[config.mk]
export PLATFORM = sky130hd
export DESIGN_NAME = amrmw_ctrl
export DESIGN_NICKNAME = d
export VERILOG_FILES = /design/src/rtl/core/amrmw_pkg.sv /design/src/rtl/core/amrmw_ctrl.sv
export SDC_FILE = /design/constraint.sdc
export NUM_CORES = 1
export LEC_CHECK = 0
export ABC_AREA = 1
export BUFFER_PORTS_ARGS = -buffer_cell sky130_fd_sc_hd__buf_4
export CORE_AREA = 2 2 39 41
export CTS_BUF_LIST = sky130_fd_sc_hd__clkbuf_8
export CTS_CLUSTER_DIAMETER = 200
export DETAILED_ROUTE_END_ITERATION = 10
export DIE_AREA = 0 0 41 43
export PLACE_DENSITY_LB_ADDON = 0.1
export SYNTH_ARGS = -nofsm -noshare
export SYNTH_HDL_FRONTEND = slang
export SYNTH_SLANG_ARGS = --single-unit
[constraint.sdc]
create_clock -name clk -period 1.65 [get_ports clk]
set_input_delay 0.4125 -clock clk [delete_from_list [all_inputs] [get_ports clk]]
set_output_delay 0.4125 -clock clk [all_outputs]
set_load 0.1 [all_outputs]
[src/rtl/core/amrmw_pkg.sv]
// Package for the atomic read-modify-write unit: request and result words,
// operation codes, controller states and the command/status groups.
// No dependencies.
package amrmw_pkg;

	localparam int DATA_W        = 64;
	localparam int INDEX_W       = 10;
	localparam int DEPTH_DEFAULT = 1024;
	// shift used by the reciprocal multiply that folds the index into DEPTH
	localparam int RECIP_SH      = 21;

	// operation codes; 12..15 are unassigned and reported as unsupported
	typedef enum logic [3:0] {
		OP_ADD   = 4'd0,
		OP_AND   = 4'd1,
		OP_OR    = 4'd2,
		OP_XOR   = 4'd3,
		OP_XCHG  = 4'd4,
		OP_SMAX  = 4'd5,
		OP_SMIN  = 4'd6,
		OP_UMAX  = 4'd7,
		OP_UMIN  = 4'd8,
		OP_CAS   = 4'd9,
		OP_STORE = 4'd10,
		OP_LOAD  = 4'd11
	} op_t;

	// element size codes
	typedef enum logic [1:0] {
		ES_8  = 2'd0,
		ES_16 = 2'd1,
		ES_32 = 2'd2,
		ES_64 = 2'd3
	} es_t;

	localparam logic STATUS_DONE  = 1'b0;
	localparam logic STATUS_UNSUP = 1'b1;

	typedef struct packed {
		logic [3:0]         op;
		logic [INDEX_W-1:0] index;
		logic [DATA_W-1:0]  operand;
		logic [DATA_W-1:0]  expected;
		logic [1:0]         elem_size;
		logic               enable;
	} req_t;

	typedef struct packed {
		logic [DATA_W-1:0] prev_elem;
		logic              status;
	} rsp_t;

	typedef enum logic [2:0] {
		ST_IDLE,
		ST_DIV,
		ST_ADDR,
		ST_READ,
		ST_EXEC
	} state_t;

	// controller -> datapath
	typedef struct packed {
		logic load_req;
		logic div_step;
		logic addr_step;
		logic mem_read;
		logic exec;
	} cmd_t;

	// datapath -> controller
	typedef struct packed {
		logic req_live;
		logic out_free;
	} sts_t;

	// mask of the low element bits
	function automatic logic [DATA_W-1:0] elem_mask(input logic [1:0] es);
		logic [DATA_W-1:0] m;
		case (es)
			ES_8:    m = {{(DATA_W-8){1'b0}}, 8'hFF};
			ES_16:   m = {{(DATA_W-16){1'b0}}, 16'hFFFF};
			ES_32:   m = {{(DATA_W-32){1'b0}}, 32'hFFFF_FFFF};
			default: m = {DATA_W{1'b1}};
		endcase
		return m;
	endfunction

endpackage

[src/rtl/core/amrmw_ctrl.sv]
// Controller of the atomic read-modify-write unit: sequences one word
// through index folding, memory read and update. Depends on amrmw_pkg.
module amrmw_ctrl import amrmw_pkg::*; (
	input  logic clk,
	input  logic arst_n,
	input  logic req_valid,
	output logic req_stall,
	input  sts_t sts,
	output cmd_t cmd
);

	state_t state_q, state_d;

	// state register
	always_ff @(posedge clk or negedge arst_n) begin
		if (!arst_n) begin
			state_q <= ST_IDLE;
		end else begin
			state_q <= state_d;
		end
	end

	// next state
	always_comb begin
		state_d = state_q;
		case (state_q)
			ST_IDLE: begin
				if (req_valid && sts.req_live) state_d = ST_DIV;
			end
			ST_DIV:  state_d = ST_ADDR;
			ST_ADDR: state_d = ST_READ;
			ST_READ: state_d = ST_EXEC;
			ST_EXEC: begin
				if (sts.out_free) state_d = ST_IDLE;
			end
			default: state_d = ST_IDLE;
		endcase
	end

	// outputs
	always_comb begin
		cmd       = '0;
		req_stall = 1'b1;
		case (state_q)
			ST_IDLE: begin
				req_stall    = 1'b0;
				cmd.load_req = req_valid;
			end
			ST_DIV:  cmd.div_step  = 1'b1;
			ST_ADDR: cmd.addr_step = 1'b1;
			ST_READ: cmd.mem_read  = 1'b1;
			ST_EXEC: cmd.exec      = sts.out_free;
			default: req_stall     = 1'b1;
		endcase
	end

endmodule

After elaboration in Yosys (flattened, before gate mapping)
Cells that the tools add are included.
Cells by class
  muxes and demuxes: 9
  eq/ne operators: 6
  reductions and logical operators: 3
Operators with widths (number)
  $pmux 3 s5: 1
  $eq 3x2->1 const B: 2
  $mux 1: 6
  $mux 3: 2
  $ne 2x2->1 const B: 2
  $eq 3x1->1 const B: 1
  $eq 3x3->1 const B: 1
  $logic_not 3->1: 1
  $reduce_and 2->1: 1
  $logic_and 1x1->1: 1
Word-level totals
  register bits after elaboration: 3
  output and inout bits: 6
  input bits: 5
  word-level logic and storage cells: 19

Depth between registers and ports, before layout
  depth after elaboration: 3
  mapped depth: 4
  depth with buffers taken out: 4

Worst setup path before layout
OpenSTA, ideal clock, no wires.
  path type: flip-flop to output port
  start: register state_q[2]
  end: output cmd[4] (netlist bit)
  arrival time: 2.617 ns
  path slack: -1.380 ns
  data required time: 1.237 ns
  buffers on the path: 0
  stages on the path, launching flop included: 4
  cells stage by stage: dfrtp_1 nor2_2 nand2_1 nor2_1
RTL lines
  start: declaration: RTL line amrmw_ctrl.sv:12  | state_t state_q, state_d;
  start signal: assignment: RTL line amrmw_ctrl.sv:19  | state_q <= state_d;
  end: declaration: RTL line amrmw_ctrl.sv:9  | output cmd_t cmd

==> out/results.ini <==
[clocking]
clkSlewWorstSetupHoldPaths_ns = 0.03
cts-htree-levels = 1
cts_buffer_depth = 2
numClockSinks = 3
clock_latency_ns = 0.21
cts_root_buf = clkbuf_8
cts-buffers-inserted = 3
cts_tree = done
cts_setup_buffers = 0

[layout]
largestRegisters = state_q: 3 flops
syn_to_final_growth_pct = 132.0
mostFrequentLayoutCells = 7 x inv_1, 5 x buf_4, 4 x nor2_4
layout_commonest_cell = inv_1
design_area_um2 = 426.7
fin_util_pct = 30.83
drive_gt1_share_pct = 61.90
regMostFlops = state_q
nets = 48
diodes = 0
largest_reg_flops = 3

[global_routing]
grt-ovfl-total = 0
grt_pass1_vias = 196
grt_max_degree = 7
antenna_found_initial = 0
grt_pass1_wl_um = 710
grt_usage_pct = 6.747

[yosys]
synth_fa_ha_area_share_pct = 0
synth-compound-area-share_pct = 5.442
synth_top_cells_by_area = dfrtp_1 41%, inv_1 14%, nor2_1 10%, nand2_1 8.2%, nor2_2 6.8%
synth_simple_gate_area_share_pct = 39.46
syn_inst = 27
syn_nets = 32
ys_seq_elements = 3
synth.top_cell.area_share_pct = 40.82
synth_top_family_by_area = simple AND/OR/NAND/NOR gates
yosys-mux-area-fraction_pct = 0
yosysTopAreaCell = dfrtp_1
ys_types = 9
synth-xor-area-share_pct = 0
yosysWarnings = 0
syn_avg_cell_area_um2 = 6.812
netlist_area_um2 = 183.9
synth-seq-area-share_pct = 40.82

[critical_path]
critPathCaptureType = output port
worstSetupPathType = reg2out
cp_max_fo = 6
cp.arrival_ns = 1.19
r2r-start = state_q[0]$_DFFE_PN0P_
cp-start-kind = register
cp.required_ns = 1.24
reg2reg_depth = 4
r2r_setup_slack_ns = 0.73
r2r_end = state_q[0]$_DFFE_PN0P_

[detailed_routing]
wl_per_cell_um = 8.276
post-route-drc-count = 0
drt_iter0_drc = 0
vias = 202
wirelength_um = 480
avgViaCountPerCell = 3.483
firstDrtPassIters = 1
ant_nets = 0

[sta]
slew_violations = 0
setup_violations = 0
fmax_mhz = 623.9
tns_ns = 0
period_minus_slack_ns = 1.603
fin_crit_sh_pct = 97.14
hold_violations = 0
layout_setup_ws_ns = 0.04720
fin_worst_skew_ns = 0.0006095
slew_headroom_pct = 81.68
worst_pin_slew_ns = 0.2771

[floorplanning]
die_y_um = 43
die_area_um2 = 1763
core_area_um2 = 1384
ios = 11
start_util_pct = 13.29
rows = 14
die_x_um = 41

[hold_path]
min_path_type = in2async

[place]
dp_hpwl_um = 371.5
placed_area_um2 = 306.5
portBuffers = 10
place_ws_ns = 0.1511
place_congestion = 0.7172

[status]
outcome = completed

[job]
cap_violations = 0

==> logic make-up after synthesis <==
group	after synthesis
DFF	3
AOI/OAI and AO/OA	2
buffers and inverters	7
and+or+nand+nor	15
==> through the flow <==
step,cells,hold WS [ns]
finish,58,0.5205
global route,58,0.5248
CTS,58,0.5148
detailed placement,53,0.2024
global placement,53,0.2011
floorplan,27,0.1169
==> synthesized netlist by cell type (all sizes together) <==
master / n
dfrtp: 3
inv: 7
nand2: 5
nand3: 3
nor2: 7
o21ai: 2
==> worst max path at each step <==
stage                      startpoint      to  cells past startpoint
2_1_floorplan  state_q[0]$_DFFE_PN0P_  cmd[4]                      3
3_3_place_gp   state_q[2]$_DFFE_PN0P_  cmd[4]                      4
3_5_place_dp   state_q[0]$_DFFE_PN0P_  cmd[4]                      4
4_1_cts        state_q[0]$_DFFE_PN0P_  cmd[4]                      4
5_1_grt        state_q[2]$_DFFE_PN0P_  cmd[1]                      4
6_report       state_q[0]$_DFFE_PN0P_  cmd[0]                      4
==> timing repair <==
item | CTS | global route
setup endpoints to repair | 2 | 5
endpoints found under the hold margin | 3 | 0
pin swaps | 0 | 1
resized for setup | 4 | 14
hold buffers | 1 | 0
==> cell type report <==
class | instances | area, um2
fillers | 145 | 957.2
clock buffers | 3 | 41.29
multi-input cells | 17 | 125.1
flip-flops and latches | 3 | 76.32
repair buffers | 11 | 133.9
well taps | 16 | 20.02
inverters | 7 | 26.28
clock inverters | 1 | 3.754
==> layer usage <==
layer,routed length (um),track usage [%]
met1,173,6.169
met2,289,9.375
met3,17,3.141
met4,0,8.000
met5,0,0
==> worst max-delay path, stage by stage (launching register included) <==
cell and delay, ns:
dfrtp_2 0.46, nor2_2 0.13, nand2_1 0.10, nor2_4 0.11
buf_12 0.18
Power is not shown: default switching activity piles up to over one toggle a cycle in this logic, so the estimate is an artifact.
